<file path="src/rtl/sfs_pkg.sv">
package sfs_pkg;

   localparam int CMD_W    = 16;
   localparam int SAMPLE_W = 12;
   localparam int CHAN_W   = 4;
   localparam int GPIO_W   = 4;
   localparam int REQ_W    = 32;
   localparam int RSP_W    = 16;

   localparam logic [3:0] CODE_CONTINUE = 4'h0;
   localparam logic [3:0] CODE_MANUAL   = 4'h1;
   localparam logic [3:0] CODE_AUTO1    = 4'h2;
   localparam logic [3:0] CODE_AUTO2    = 4'h3;
   localparam logic [3:0] CODE_PROG1    = 4'h8;
   localparam logic [3:0] CODE_PROG2    = 4'h9;

   localparam logic [1:0] MODE_MANUAL = 2'd1;
   localparam logic [1:0] MODE_AUTO2  = 2'd3;

   typedef struct packed {
      logic [SAMPLE_W-1:0] sample;
      logic [CMD_W-1:0]    command;
   } req_word_type;

   typedef struct packed {
      logic [SAMPLE_W-1:0] reading;
      logic [CHAN_W-1:0]   tag;
      logic                bad_command;
   } rsp_word_type;

   typedef struct packed {
      logic reset_channel;
      logic gpio_out;
   } flags_type;

endpackage

</file>
<file path="src/rtl/spi_adc_frame_sequencer_top.sv">
// spi adc frame sequencer
// req channel: one word per spi frame, the command frame and the conversion
//   value of the channel that goes out in that frame
// rsp channel: one word per req word, the tag (sent channel or gpio levels),
//   the reading, and a bad-command flag in tuser that zeroes tag and reading
// csr port: csr_we loads the four gpio levels, write only while idle
// an accepted word sits in the input register until the core takes it,
//   which it does once the result register is empty or rsp_tready is high;
//   its result is then registered and rsp_tvalid rises
// throughput: one word per cycle while rsp_tready is high, set by the single
//   pass of the sequencer logic between the input and the result register
// reset clears the valid bits of both registers, the channel pipeline,
//   the mode (manual), the settings flags, the end channel and the gpio levels
// when the receiver stalls the result is held, the input register still
//   takes one more word, and then req_tready falls until rsp_tready returns
module spi_adc_frame_sequencer_top (
   input  logic                       clock,
   input  logic                       reset,
   input  logic                       req_tvalid,
   output logic                       req_tready,
   input  logic [sfs_pkg::REQ_W-1:0]  req_tdata,   // command[15:0], sample[27:16], zero pad
   output logic                       rsp_tvalid,
   input  logic                       rsp_tready,
   output logic [sfs_pkg::RSP_W-1:0]  rsp_tdata,   // tag[3:0], reading[15:4]
   output logic                       rsp_tuser,   // bad_command[0]
   input  logic                       csr_we,
   input  logic [sfs_pkg::GPIO_W-1:0] csr_wdata
);
   import sfs_pkg::*;

   req_word_type req_word;
   req_word_type word;
   logic         word_valid;
   logic         take;
   rsp_word_type rsp_word;

   assign req_word.command = req_tdata[CMD_W-1:0];
   assign req_word.sample  = req_tdata[CMD_W+SAMPLE_W-1:CMD_W];

   sfs_in_stage u_in (
      .clock      (clock),
      .reset      (reset),
      .req_tvalid (req_tvalid),
      .req_tready (req_tready),
      .req_word   (req_word),
      .take       (take),
      .word_valid (word_valid),
      .word       (word)
   );

   sfs_core u_core (
      .clock      (clock),
      .reset      (reset),
      .csr_we     (csr_we),
      .csr_wdata  (csr_wdata),
      .word_valid (word_valid),
      .word       (word),
      .take       (take),
      .rsp_valid  (rsp_tvalid),
      .rsp_ready  (rsp_tready),
      .rsp_word   (rsp_word)
   );

   assign rsp_tdata = {rsp_word.reading, rsp_word.tag};
   assign rsp_tuser = rsp_word.bad_command;

   a_bad_zero : assert property (@(posedge clock) disable iff (reset)
      rsp_tvalid && rsp_tuser |-> rsp_tdata == '0)
      else $error("bad command word carries data");

   a_reset_empty : assert property (@(posedge clock)
      reset |=> !rsp_tvalid && !word_valid)
      else $error("pipeline not empty after reset");

   a_accept_lands : assert property (@(posedge clock) disable iff (reset)
      req_tvalid && req_tready |=> word_valid)
      else $error("accepted word lost in input register");

   a_take_drains : assert property (@(posedge clock) disable iff (reset)
      take |=> rsp_tvalid)
      else $error("taken word gave no result");
endmodule

</file>
<file path="src/rtl/sfs_in_stage.sv">
module sfs_in_stage (
   input  logic                 clock,
   input  logic                 reset,
   input  logic                 req_tvalid,
   output logic                 req_tready,
   input  sfs_pkg::req_word_type req_word,
   input  logic                 take,
   output logic                 word_valid,
   output sfs_pkg::req_word_type word
);
   import sfs_pkg::*;

   logic         valid_ff;
   logic         valid_in;
   req_word_type word_ff;

   assign req_tready = !valid_ff || take;
   assign valid_in   = (req_tvalid && req_tready) || (valid_ff && !take);

   always_ff @(posedge clock) begin
      if (reset) begin
         valid_ff <= 1'b0;
      end else begin
         valid_ff <= valid_in;
      end
   end

   always_ff @(posedge clock) begin
      if (req_tvalid && req_tready) begin
         word_ff <= req_word;
      end
   end

   assign word_valid = valid_ff;
   assign word       = word_ff;
endmodule

</file>
<file path="src/rtl/sfs_core.sv">
module sfs_core (
   input  logic                  clock,
   input  logic                  reset,
   input  logic                  csr_we,
   input  logic [3:0]            csr_wdata,
   input  logic                  word_valid,
   input  sfs_pkg::req_word_type word,
   output logic                  take,
   output logic                  rsp_valid,
   input  logic                  rsp_ready,
   output sfs_pkg::rsp_word_type rsp_word
);
   import sfs_pkg::*;

   logic [GPIO_W-1:0] gpio_ff;
   logic [CHAN_W-1:0] sel_ff, sel_in;
   logic [CHAN_W-1:0] samp_ff;
   logic [1:0]        mode_ff, mode_in;
   flags_type         flags_ff, flags_in;
   logic [CHAN_W-1:0] end_ff, end_in;
   logic              out_valid_ff;
   rsp_word_type      out_ff, out_in;

   logic [3:0]        code;
   logic              is_mode;
   logic              good;
   logic              entered;
   logic [CHAN_W:0]   nxt;
   logic [CMD_W-1:0]  cmd;

   assign take = word_valid && (!out_valid_ff || rsp_ready);
   assign cmd  = word.command;
   assign code = cmd[15:12];

   always_comb begin
      is_mode  = code inside {CODE_MANUAL, CODE_AUTO1, CODE_AUTO2};
      good     = is_mode || (code inside {CODE_CONTINUE, CODE_PROG1, CODE_PROG2});
      entered  = is_mode && (mode_ff != code[1:0]);
      mode_in  = is_mode ? code[1:0] : mode_ff;
      flags_in = flags_ff;
      if (is_mode && cmd[11]) begin
         flags_in.reset_channel = cmd[10];
         flags_in.gpio_out      = cmd[4];
      end
      end_in = (code == CODE_PROG2) ? cmd[9:6] : end_ff;
      nxt    = {1'b0, sel_ff} + {{CHAN_W{1'b0}}, 1'b1};
      sel_in = sel_ff;
      if (mode_in == MODE_MANUAL) begin
         sel_in = cmd[10:7];
      end else if (mode_in == MODE_AUTO2) begin
         if (entered || flags_in.reset_channel || nxt >= {1'b0, end_in}) begin
            sel_in = '0;
         end else begin
            sel_in = nxt[CHAN_W-1:0];
         end
      end
      out_in.reading     = good ? word.sample : '0;
      out_in.tag         = !good ? '0 : (flags_in.gpio_out ? gpio_ff : samp_ff);
      out_in.bad_command = !good;
   end

   always_ff @(posedge clock) begin
      if (reset) begin
         gpio_ff      <= '0;
         sel_ff       <= '0;
         samp_ff      <= '0;
         mode_ff      <= MODE_MANUAL;
         flags_ff     <= '0;
         end_ff       <= '0;
         out_valid_ff <= 1'b0;
      end else begin
         if (csr_we) begin
            gpio_ff <= csr_wdata;
         end
         if (take && good) begin
            sel_ff   <= sel_in;
            samp_ff  <= sel_ff;
            mode_ff  <= mode_in;
            flags_ff <= flags_in;
            end_ff   <= end_in;
         end
         if (take) begin
            out_valid_ff <= 1'b1;
         end else if (rsp_ready) begin
            out_valid_ff <= 1'b0;
         end
      end
   end

   always_ff @(posedge clock) begin
      if (take) begin
         out_ff <= out_in;
      end
   end

   assign rsp_valid = out_valid_ff;
   assign rsp_word  = out_ff;
endmodule
</file>
<file path="config.mk">
export PLATFORM = sky130hd
export DESIGN_NAME = spi_adc_frame_sequencer_top
export DESIGN_NICKNAME = d
export VERILOG_FILES = /design/src/rtl/sfs_pkg.sv /design/src/rtl/spi_adc_frame_sequencer_top.sv /design/src/rtl/sfs_in_stage.sv /design/src/rtl/sfs_core.sv
export SDC_FILE = /design/constraint.sdc
export NUM_CORES = 1
export LEC_CHECK = 0
export BUFFER_PORTS_ARGS = -buffer_cell sky130_fd_sc_hd__buf_4
export CAP_MARGIN = 20
export CORE_MARGIN = 2
export CORE_UTILIZATION = 38
export DETAILED_ROUTE_END_ITERATION = 6
export PLACE_DENSITY = 0.65
export SYNTH_ARGS = -nofsm -noshare
export SYNTH_HDL_FRONTEND = slang
export SYNTH_SLANG_ARGS = --single-unit
</file>
<file path="constraint.sdc">
create_clock -name clock -period 4.6 [get_ports clock]
set_clock_uncertainty 0.2 [all_clocks]
set_input_delay 0.23 -clock clock [delete_from_list [all_inputs] [get_ports clock]]
set_output_delay 0.23 -clock clock [all_outputs]
set_load 0.005 [all_outputs]
</file>
==> results of run 1 <==
-- how the worst max path moves through the flow --
| stage | startpoint | to | slack (ns) | cells past startpoint |
|---|---|---|---|---|
| floorplan | u_in.word[13] | u_core.sel_ff[0] | 1.91 | 9 |
| global placement | u_in.word[13] | u_core.sel_ff[0] | 1.91 | 8 |
| detailed placement | u_in.word[13] | u_core.sel_ff[0] | 1.89 | 8 |
| CTS | u_in.word[13] | u_core.sel_ff[0] | 1.86 | 8 |
| global route | u_in.word[13] | u_core.sel_ff[1] | 1.73 | 8 |
| finish | u_in.word[13] | u_core.sel_ff[0] | 1.87 | 8 |
-- metal layers --
metal	up-vias	GRT usage	wire (um)
li1	868	-	-
met1	765	0.174	1980
met2	48	0.209	2080
met3	11	0.0472	267
met4	0	0.0823	114
met5	-	0	0
-- registers in the layout, summed over array words and instances, names as in the netlist --
register          cells
u_in.word            23
u_core.rsp_word      17
u_core.end_ff         4
u_core.gpio_ff        4
u_core.samp_ff        4
u_core.sel_ff         4
u_core.flags_ff       2
u_core.mode_ff        2
u_core.rsp_valid      1
u_in.word_valid       1
-- where the power goes --
group	switching, W	internal [W]
registers	0.0000129	0.000623
logic	0.0000520	0.0000705
clock network	0.000200	0.000244
-- what timing repair did --
action                    in CTS  in global routing
hold buffers                  32                  0
setup buffers                  0                  0
hold endpoints to repair      28                  0
-- critical path, cell delays in order (launching register included) --
cell and delay (ns):
edfxtp_1 0.46, and4bb_2 0.42, mux2_2 0.37, ha_1 0.27, nand2b_1 0.14, a211o_1 0.30
a21oi_1 0.14, a32oi_1 0.12, a211oi_1 0.24
-- area by class of cell --
cell class,instances,area [um^2]
Fill cell,556,2890
Clock buffer,10,128
Inverter,1,3.75
Tap cell,77,96.3
Multi-Input combinational cell,118,793
Sequential cell,62,1640
Clock inverter,6,52.6
Timing Repair Buffer,84,711
-- kinds of logic (layout without fill, tap and decap cells) --
family / count (synthesis) / after routing / share of synthesized area
simple gates: 69 / 69 / 0.143
flops: 62 / 62 / 0.666
xor+xnor: 2 / 2 / 0.00710
compound gates: 29 / 29 / 0.0929
buf+inv: 8 / 101 / 0.0127
mux: 13 / 13 / 0.0533
fa+ha+maj: 5 / 5 / 0.0254
-- metrics by stage --
| stage | instances | worst slack (ns) | instance area (um^2) | hold slack (ns) |
|---|---|---|---|---|
| floorplan | 188 | 1.91 | 2470 | 0.102 |
| global placement | 310 | 1.91 | 2930 | 0.209 |
| detailed placement | 310 | 1.89 | 2930 | 0.209 |
| CTS | 358 | 1.86 | 3430 | 0.0211 |
| global route | 358 | 1.73 | 3430 | 0.0329 |
| finish | 358 | 1.87 | 3430 | 0.0354 |
-- placed cells by master, fill, tap and decap left out, types with 2 or more instances in the layout --
cell type,n
nor2_1,24
dlygate4sd3_1,32
clkinv_1,2
buf_4,52
dfxtp_1,22
nand2b_1,3
edfxtp_1,40
clkinv_2,3
a211oi_1,6
nor2b_1,2
nand2_1,14
ha_1,5
a311oi_1,3
a211o_1,2
mux2i_1,12
and2_1,14
clkbuf_8,9
a21oi_1,9
nand4_1,3
==> results.txt, run 1 <==
----------------------------------------------------
[Outcome]
  Run status ... finished, final reports clean

[GRT]
  Via count of the first global-routing pass ... 1634
  Pin count of the biggest net entering global routing ... 24
  Number of antenna violations at the first check in global routing ... 0
  First-pass GRT wire length ... 7.62 mm
  Congestion Overflow GR ... 0
  Global router's overall resource usage ... 0.139

[Worst setup path]
  RR Endpoint ... u_core.sel_ff[0]
  Worst reg-to-reg path cell count ... 8
  Critical path required time ... 4.65 ns
  Sort of element at the start of the critical path ... register
  Worst Path Arrival ... about 2.8 ns
  Kind of end point of the critical path ... register
  Critical Setup Path Class ... reg -> reg
  Worst setup slack for register-to-register paths ... about 1.9 ns
  Maximum fanout along the worst path ... 6
  Worst r2r src ... u_in.word[13]

[Power]
  Power after layout ... ~0.0012 W
  Cell Pwr Density ... 351 nW/um^2
  Leak ... about 1.3 nW
  IR Drop Worst-Case VDD ... approximately 0.18 mV

[STA]
  F_max ... ~0.37 GHz
  Transition at the pin with the smallest max-transition slack ... about 0.99 ns
  Final setup fails ... 0
  Final worst path period share ... 0.594
  Worst relative slew slack ... 0.343
  Setup tns final ... 0 ns
  Fin. max-slew vios ... 0
  Hold violation total from the final report ... 0
  Unrepaired setup endpoints after global routing ... no
  Crit path time final ... roughly 2.7 ns

[Worst hold path]
  Destination of the worst hold path ... u_core.gpio_ff[0]
  Hold crit path type ... in -> reg
  Worst Hold Depth ... 2
  Hold path startpoint ... reset

[Clock tree]
  Sink count of the clock tree ... between 60 and 70
  Maximum level of the CTS H-tree ... 3
  CTS tree ... done
  Root Buffer Master ... clkbuf_8
  Number of cells upsized or downsized after cts ... 0
  Clock transition at the registers of the reported paths ... roughly 0.060 ns
  Max Buffers Root-to-Sink ... 2
  Skew-Pair Late Insertion Delay ... 0.33 ns
  Cts bufs inserted ... 9

[Die]
  Vert. Die Dim ... 84.6 um
  Row count ... 29
  Core ar. ... 6310 um^2
  Area of the die ... just over 7000 um^2
  I/O pin total ... 60
  X dimension of the die ... approximately 85 um
  Starting density of the core ... 0.391

[Yosys]
  Synthesized area per cell ... 13.1 um^2
  Largest area contributor in the netlist ... edfxtp_1
  Area share of the largest cell type after synthesis ... 0.487
  Count of yosys warnings during synthesis ... 0
  Number of flops mapped to enable cells by yosys ... 40
  Distinct cell type count of the synthesized netlist ... 39
  Synth top area cells ... edfxtp_1 (49%), dfxtp_1 (18%), mux2i_1 (4.9%)
  Number of storage elements in the synthesis netlist ... 62
  Commonest cells post-synth ... edfxtp_1 (40), nor2_1 (24), dfxtp_1 (22)
  Post-synthesis cell count ... 188
  Most common flop cell mapped by yosys ... edfxtp_1
  Post-synthesis cell area ... around 2500 um^2
  Net count of the mapped netlist ... around 230
  Async set or reset register ratio after synthesis ... 0
  Sequential area share after synthesis ... 0.666
  Library cell with the highest instance count after synthesis ... edfxtp_1

[Drt]
  Post-detailed-route DRC marker count ... 0
  Routed WL per cell ... ~12 um
  Overall routed net length ... 4.44 mm
  Vias per cell ... about 4.7
  Iteration-0 DRC count of the detailed router ... between 60 and 70
  Router iterations before antenna repair ... 4
  Post-route antenna net violation count ... 0
  Via count ... between 1500 and 2000

[Final layout]
  Synth-to-layout area growth ... 38.9%
  Final core utilization ... 0.543
  Fraction of layout cells with a size suffix above 1 ... 0.256
  Final-stage net count ... 322
  Count of inserted antenna diode cells ... 0

[Placed design]
  Detail Placement HPWL ... 2.83 mm
  Weighted congestion at the end of routability-driven global placement ... just over 0.8
  Total of buffers placed on input and output ports ... 50

[Run]
  Max-cap violation count ... 0

----------------------------------------------------
Power figures use the tool's default switching activity.
==> run 2, diff against run 1 <==
--- a/config.mk
+++ b/config.mk
@@ -10,7 +10,7 @@
 export CORE_MARGIN = 2
 export CORE_UTILIZATION = 38
 export DETAILED_ROUTE_END_ITERATION = 6
-export PLACE_DENSITY = 0.65
+export PLACE_DENSITY = 0.67
 export SYNTH_ARGS = -nofsm -noshare
 export SYNTH_HDL_FRONTEND = slang
 export SYNTH_SLANG_ARGS = --single-unit
==> constraint.sdc (replaced) <==
create_clock -name clock -period 2.3 [get_ports clock]
set_clock_uncertainty 0.2 [all_clocks]
set_input_delay 0.115 -clock clock [delete_from_list [all_inputs] [get_ports clock]]
set_output_delay 0.115 -clock clock [all_outputs]
set_load 0.005 [all_outputs]
==> results.txt, run 2 (synthesis results as in run 1) <==
----------------------------------------------------
[Placed design]
  Detail Placement HPWL ... about 3.1 mm
  Total of buffers placed on input and output ports ... 50
  Post-DP Area ... a little over 3000 um^2
  Post-Place Cells ... ~320
  Weighted congestion at the end of routability-driven global placement ... between 0.8 and 0.9
  Post-Place Setup Slack ... -0.169 ns

[Final layout]
  Most used cells in the layout excluding fill and tap cells ... buf_4 (64), dlygate4sd3_1 (40), edfxtp_1 (40), nor2_1 (24), dfxtp_1 (22)
  Fillers ... between 500 and 600
  Final cell count without fillers ... 379
  Fraction of layout cells with a size suffix above 1 ... 0.305
  Count of inserted antenna diode cells ... 0
  Final-stage net count ... about 340
  Post-layout instance area ... roughly 3600 um^2
  Leading cell type in the layout, fill and taps excluded ... buf_4
  Synth-to-layout area growth ... 47.4%
  Max FFs per register ... 23

[Worst hold path]
  Hold crit path type ... in -> reg
  Worst Hold Depth ... 3
  Hold path startpoint ... rsp_tready

[Worst setup path]
  Startpoint of the worst setup timing path ... u_in.word[13]
  Sort of element at the start of the critical path ... register
  Critical path required time ... roughly 2.4 ns
  Kind of end point of the critical path ... register
  Maximum fanout along the worst path ... 4
  Worst reg-to-reg path cell count ... 8
  Critical Setup Path Class ... reg -> reg
  Worst Path Arrival ... 2.53 ns
  Worst r2r src ... u_in.word[13]

[GRT]
  Global router's overall resource usage ... 0.146
  Via count of the first global-routing pass ... between 1500 and 2000
  First-pass GRT wire length ... between 8 and 9 mm
  Pin count of the biggest net entering global routing ... 24
  Number of antenna violations at the first check in global routing ... 0
  Congestion Overflow GR ... 0

[Clock tree]
  Cts bufs inserted ... 9
  Sink count of the clock tree ... 62
  CTS tree ... done
  Skew-Pair Late Insertion Delay ... ~0.34 ns
  Clock transition at the registers of the reported paths ... ~0.070 ns
  Max Buffers Root-to-Sink ... 2
  Maximum level of the CTS H-tree ... 3
  Root Buffer Master ... clkbuf_8

[Die]
  Vert. Die Dim ... ~85 um
  I/O pin total ... 60
  Starting density of the core ... 0.391
  Core ar. ... 6310 um^2
  X dimension of the die ... 84.6 um
  Area of the die ... a little over 7000 um^2
  Row count ... 29

[Run]
  Max-cap violation count ... 0

[STA]
  Hold violation total from the final report ... 0
  Unrepaired setup endpoints after global routing ... yes
  Fin. max-slew vios ... 0
  Final setup fails ... 4
  Setup slack after layout ... -0.183 ns
  Final worst path period share ... 1.08
  Worst relative slew slack ... 0.313
  F_max ... about 0.40 GHz
  Crit path time final ... between 2 and 2.5 ns
  Setup tns final ... -0.593 ns
  Transition at the pin with the smallest max-transition slack ... approximately 1.0 ns

[Power]
  Power after layout ... around 0.0024 W
  Leak ... between 1 and 1.5 nW
  IR Drop Worst-Case VDD ... 0.363 mV
  Cell Pwr Density ... ~650 nW/um^2

[Outcome]
  Violations in the final reports ... negative setup slack
  Run status ... finished with violations

[Drt]
  Routed WL per cell ... 12.8 um
  Overall routed net length ... just under 5 mm
  Iteration-0 DRC count of the detailed router ... just under 50
  Router iterations before antenna repair ... 4
  Vias per cell ... 4.70
  Post-detailed-route DRC marker count ... 0
  Via count ... ~1800
  Post-route antenna net violation count ... 0

----------------------------------------------------
-- run 2: critical path, cell delays in order (launching register included) --
cell	delay, ns
edfxtp_1	0.39
and4bb_4	0.39
mux2_4	0.33
ha_4	0.21
nand2b_4	0.13
a211o_1	0.27
a21oi_1	0.14
a32oi_1	0.12
a211oi_1	0.21
-- run 2: final cells by class --
type	instances	area (um^2)	share of cell area
clock buffers	9	124	0.0341
clock inverters	7	41.3	0.0114
inverters	1	3.75	0.00103
multi-input cells	118	837	0.230
flip-flops and latches	62	1640	0.451
well taps	77	96.3	0.0265
repair buffers	105	892	0.245
-- run 2: worst paths after layout --
| kind | to | slack [ns] |
|---|---|---|
| setup / recovery | u_core.sel_ff[0] | -0.18 |
| hold / removal | u_core.rsp_word[1] | 0.19 |
| setup reg to reg | u_core.sel_ff[0] | -0.18 |
| hold reg to reg | u_core.samp_ff[0] | 0.26 |
-- run 2: report_power, final --
group	switching, W	internal, W
sequential	0.0000238	0.00124
combinational	0.000118	0.000171
clock	0.000419	0.000380
-- run 2: repair_timing --
item | CTS | global route
pin swaps | 3 | 5
hold endpoints to repair | 45 | 0
hold buffers | 40 | 0
setup endpoints to repair | 4 | 5
gates resized for setup | 1 | 5
cloned | 0 | 0
buffers inserted | 0 | 2
-- run 2: metrics by stage --
step           hold slack (ns)  utilization
2_1_floorplan          -0.0129            -
5_1_grt                  0.229        0.576
6_report                 0.189        0.576
3_3_place_gp            0.0936        0.480
3_5_place_dp            0.0943        0.480
4_1_cts                  0.259        0.570
-- run 2: per-layer routing --
| metal | vias to the layer above | GRT usage | part of all wire |
|---|---|---|---|
| met4 | 0 | 0.0823 | 0.024 |
| li1 | 910 | - | - |
| met3 | 8 | 0.0334 | 0.042 |
| met5 | - | 0 | 0 |
| met2 | 40 | 0.236 | 0.49 |
| met1 | 824 | 0.181 | 0.45 |
==> run 3, diff against run 2 <==
--- a/config.mk
+++ b/config.mk
@@ -5,8 +5,10 @@
 export SDC_FILE = /design/constraint.sdc
 export NUM_CORES = 1
 export LEC_CHECK = 0
+export ABC_AREA = 1
 export BUFFER_PORTS_ARGS = -buffer_cell sky130_fd_sc_hd__buf_4
 export CAP_MARGIN = 20
+export CORE_ASPECT_RATIO = 0.8
 export CORE_MARGIN = 2
 export CORE_UTILIZATION = 38
 export DETAILED_ROUTE_END_ITERATION = 6
==> results.txt, run 3 <==
----------------------------------------------------
[Die]
  Starting density of the core ... 0.398
  Area of the die ... 7420 um^2
  Core ar. ... about 6400 um^2
  X dimension of the die ... between 90 and 100 um
  I/O pin total ... 60
  Vert. Die Dim ... about 77 um
  Row count ... 26

[Worst setup path]
  Count of buffering cells on the critical path with inverters included ... 2
  Critical Setup Path Class ... reg -> reg
  Critical Path, Cell by Cell ... inv_2 -> nand4_1 -> buf_4 -> mux2i_2 -> ha_1 -> a21oi_2 -> nor2_1 -> nor2_1 -> nand2_1 -> nor2_4 -> nand2_1 -> a21oi_2
  Maximum cell stage delay along the critical path ... roughly 0.43 ns
  Kind of end point of the critical path ... register
  RR Endpoint ... u_core.sel_ff[0]
  Maximum fanout along the worst path ... 5
  Worst Path Arrival ... between 2 and 2.5 ns
  Sort of element at the start of the critical path ... register
  Worst reg-to-reg path cell count ... 12
  Worst path slowest cell ... edfxtp_1
  Critical path required time ... 2.38 ns
  Cell family with most CP delay ... simple AND/OR/NAND/NOR gates
  Worst setup slack for register-to-register paths ... approximately 0.15 ns
  Worst r2r src ... u_in.word[14]

[Worst hold path]
  Hold crit path type ... in -> reg
  Destination of the worst hold path ... u_core.flags_ff[0]
  Worst Hold Depth ... 6
  Hold path startpoint ... rsp_tready

[Drt]
  Router iterations before antenna repair ... 4
  Vias per cell ... approximately 4.5
  Iteration-0 DRC count of the detailed router ... between 90 and 100
  Via count ... 1966
  Routed WL per cell ... about 11 um
  Post-detailed-route DRC marker count ... 0
  Post-route antenna net violation count ... 0
  Overall routed net length ... about 4.9 mm

[Final layout]
  Most used cells in the layout excluding fill and tap cells ... buf_4 (59), edfxtp_1 (40), dlygate4sd3_1 (39), nor2_1 (37), inv_1 (33)
  Synth-to-layout area growth ... 45.2%
  Final-stage net count ... around 400
  Leading cell type in the layout, fill and taps excluded ... buf_4
  Count of inserted antenna diode cells ... 0
  Final cell count without fillers ... approximately 440
  Fraction of layout cells with a size suffix above 1 ... 0.263
  Max FFs per register ... 23

[STA]
  Setup tns final ... 0 ns
  Final setup fails ... 0
  Crit path time final ... about 2.2 ns
  Unrepaired setup endpoints after global routing ... yes
  Worst relative slew slack ... 0.566
  Fin. max-slew vios ... 0
  Transition at the pin with the smallest max-transition slack ... between 0.6 and 0.7 ns
  Hold violation total from the final report ... 0
  Worst Hold Slack ... roughly 0.22 ns
  F_max ... around 0.46 GHz
  Final worst path period share ... 0.937

[Yosys]
  Post-synthesis cell count ... 244
  Distinct cell type count of the synthesized netlist ... 28
  Count of yosys warnings during synthesis ... 0
  Commonest cells post-synth ... edfxtp_1 (40), nor2_1 (37), inv_1 (33)
  Net count of the mapped netlist ... between 200 and 300
  Library cell with the highest instance count after synthesis ... edfxtp_1
  Synth top area cells ... edfxtp_1 (47%), dfxtp_1 (17%), nor2_1 (5.4%)
  Number of flops mapped to enable cells by yosys ... 40
  Number of storage elements in the synthesis netlist ... 62
  Synthesized area per cell ... roughly 10 um^2
  Area share of the largest cell type after synthesis ... 0.469
  Async set or reset register ratio after synthesis ... 0
  Sequential area share after synthesis ... 0.641
  Post-synthesis cell area ... roughly 2600 um^2
  Most common flop cell mapped by yosys ... edfxtp_1
  Largest area contributor in the netlist ... edfxtp_1

[Power]
  IR Drop Worst-Case VDD ... around 0.53 mV
  Switching part of the total power ... 0.224
  Share of power burned in registers ... 0.499
  Clock power share ... 0.385
  Comb power frac ... 0.117
  Cell internal pwr ... about 0.002 W
  Net switching power ... 0.000575 W
  Cell Pwr Density ... 689 nW/um^2
  Leak ... about 1.7 nW

[Clock tree]
  Sink count of the clock tree ... between 60 and 70
  Max Buffers Root-to-Sink ... 2
  Skew-Pair Late Insertion Delay ... 0.35 ns
  Clock transition at the registers of the reported paths ... about 0.070 ns
  Maximum level of the CTS H-tree ... 3
  CTS tree ... done
  Cts bufs inserted ... 9
  Root Buffer Master ... clkbuf_8

[GRT]
  Pin count of the biggest net entering global routing ... 21
  Via count of the first global-routing pass ... 1949
  Number of antenna violations at the first check in global routing ... 0
  First-pass GRT wire length ... between 8 and 9 mm
  Congestion Overflow GR ... 0
  Global router's overall resource usage ... 0.151

[Outcome]
  Run status ... finished, final reports clean

[Placed design]
  Detail Placement HPWL ... 3.33 mm
  Total of buffers placed on input and output ports ... 50
  Post-Place Cells ... 382
  Weighted congestion at the end of routability-driven global placement ... around 0.86

[Run]
  Max-cap violation count ... 0

----------------------------------------------------
-- run 3: power groups by stage --
| stage | Sequential (W) | Clock (W) | Combinational (W) |
|---|---|---|---|
| after global routing | 0.00128 | 0.00108 | 0.000338 |
| final | 0.00128 | 0.000987 | 0.000299 |
| after CTS | 0.00128 | 0.00101 | 0.000291 |
| after global placement | 0.00130 | 0 | 0.000233 |
| after floorplan | 0.00130 | 0 | 0.000129 |
| after detailed placement | 0.00130 | 0 | 0.000237 |
-- run 3: how the worst max path moves through the flow --
stage               depth (start not counted)               end           from  slack [ns]
finish                                     12  u_core.sel_ff[0]  u_in.word[14]        0.15
global route                               12  u_core.sel_ff[0]  u_in.word[14]       -0.05
CTS                                        12  u_core.sel_ff[0]  u_in.word[14]        0.08
detailed placement                         12  u_core.sel_ff[2]  u_in.word[14]        0.09
global placement                           12  u_core.sel_ff[0]  u_in.word[14]        0.13
floorplan                                  11  u_core.sel_ff[0]  u_in.word[13]        0.18
-- run 3: layout make-up --
| class | count | area [um^2] |
|---|---|---|
| Fill cell | 546 | 2720 |
| Timing Repair Buffer | 99 | 853 |
| Multi-Input combinational cell | 141 | 769 |
| Clock inverter | 2 | 10.0 |
| Inverter | 36 | 135 |
| Sequential cell | 62 | 1640 |
| Clock buffer | 14 | 205 |
| Tap cell | 84 | 105 |
-- run 3: repair_timing --
| item | in CTS | in global routing |
|---|---|---|
| hold endpoints to repair | 29 | 0 |
| setup endpoints to repair | 0 | 4 |
| hold buffers | 39 | 0 |
| gates resized for setup | 0 | 5 |
| setup buffers | 0 | 1 |
-- run 3: cell families after synthesis --
kind of cell,synth area share
xor gates and xnor gates,0.0103
muxes,0.0117
AOI/OAI and AO/OA,0.109
DFF,0.641
adders and majority gates,0.0244
and+or+nand+nor,0.137
buffers and inverters,0.0664
-- run 3: tightest hold or removal path: cells and delay by family --
family / cells / cell delay (ns)
AND/OR/NAND/NOR: 3 / 0.30
buffers and inverters: 2 / 0.17
AO/OA/AOI/OAI: 1 / 0.14
-- run 3: through the flow --
stage / setup WS, ns / cell area (um^2) / util / power [W]
global placement: 0.128 / 3090 / 0.479 / 0.00153
global route: -0.0545 / 3720 / 0.578 / 0.00270
finish: 0.146 / 3720 / 0.578 / 0.00256
floorplan: 0.182 / 2560 / - / 0.00143
detailed placement: 0.0911 / 3090 / 0.479 / 0.00154
CTS: 0.0809 / 3690 / 0.573 / 0.00258
-- run 3: routing by layer --
metal	vias to the layer above	wire, um	GRT usage
met5	-	0	0
met4	0	89	0.0571
met3	13	285	0.0748
met2	62	2280	0.233
met1	867	2260	0.181
li1	1024	-	-
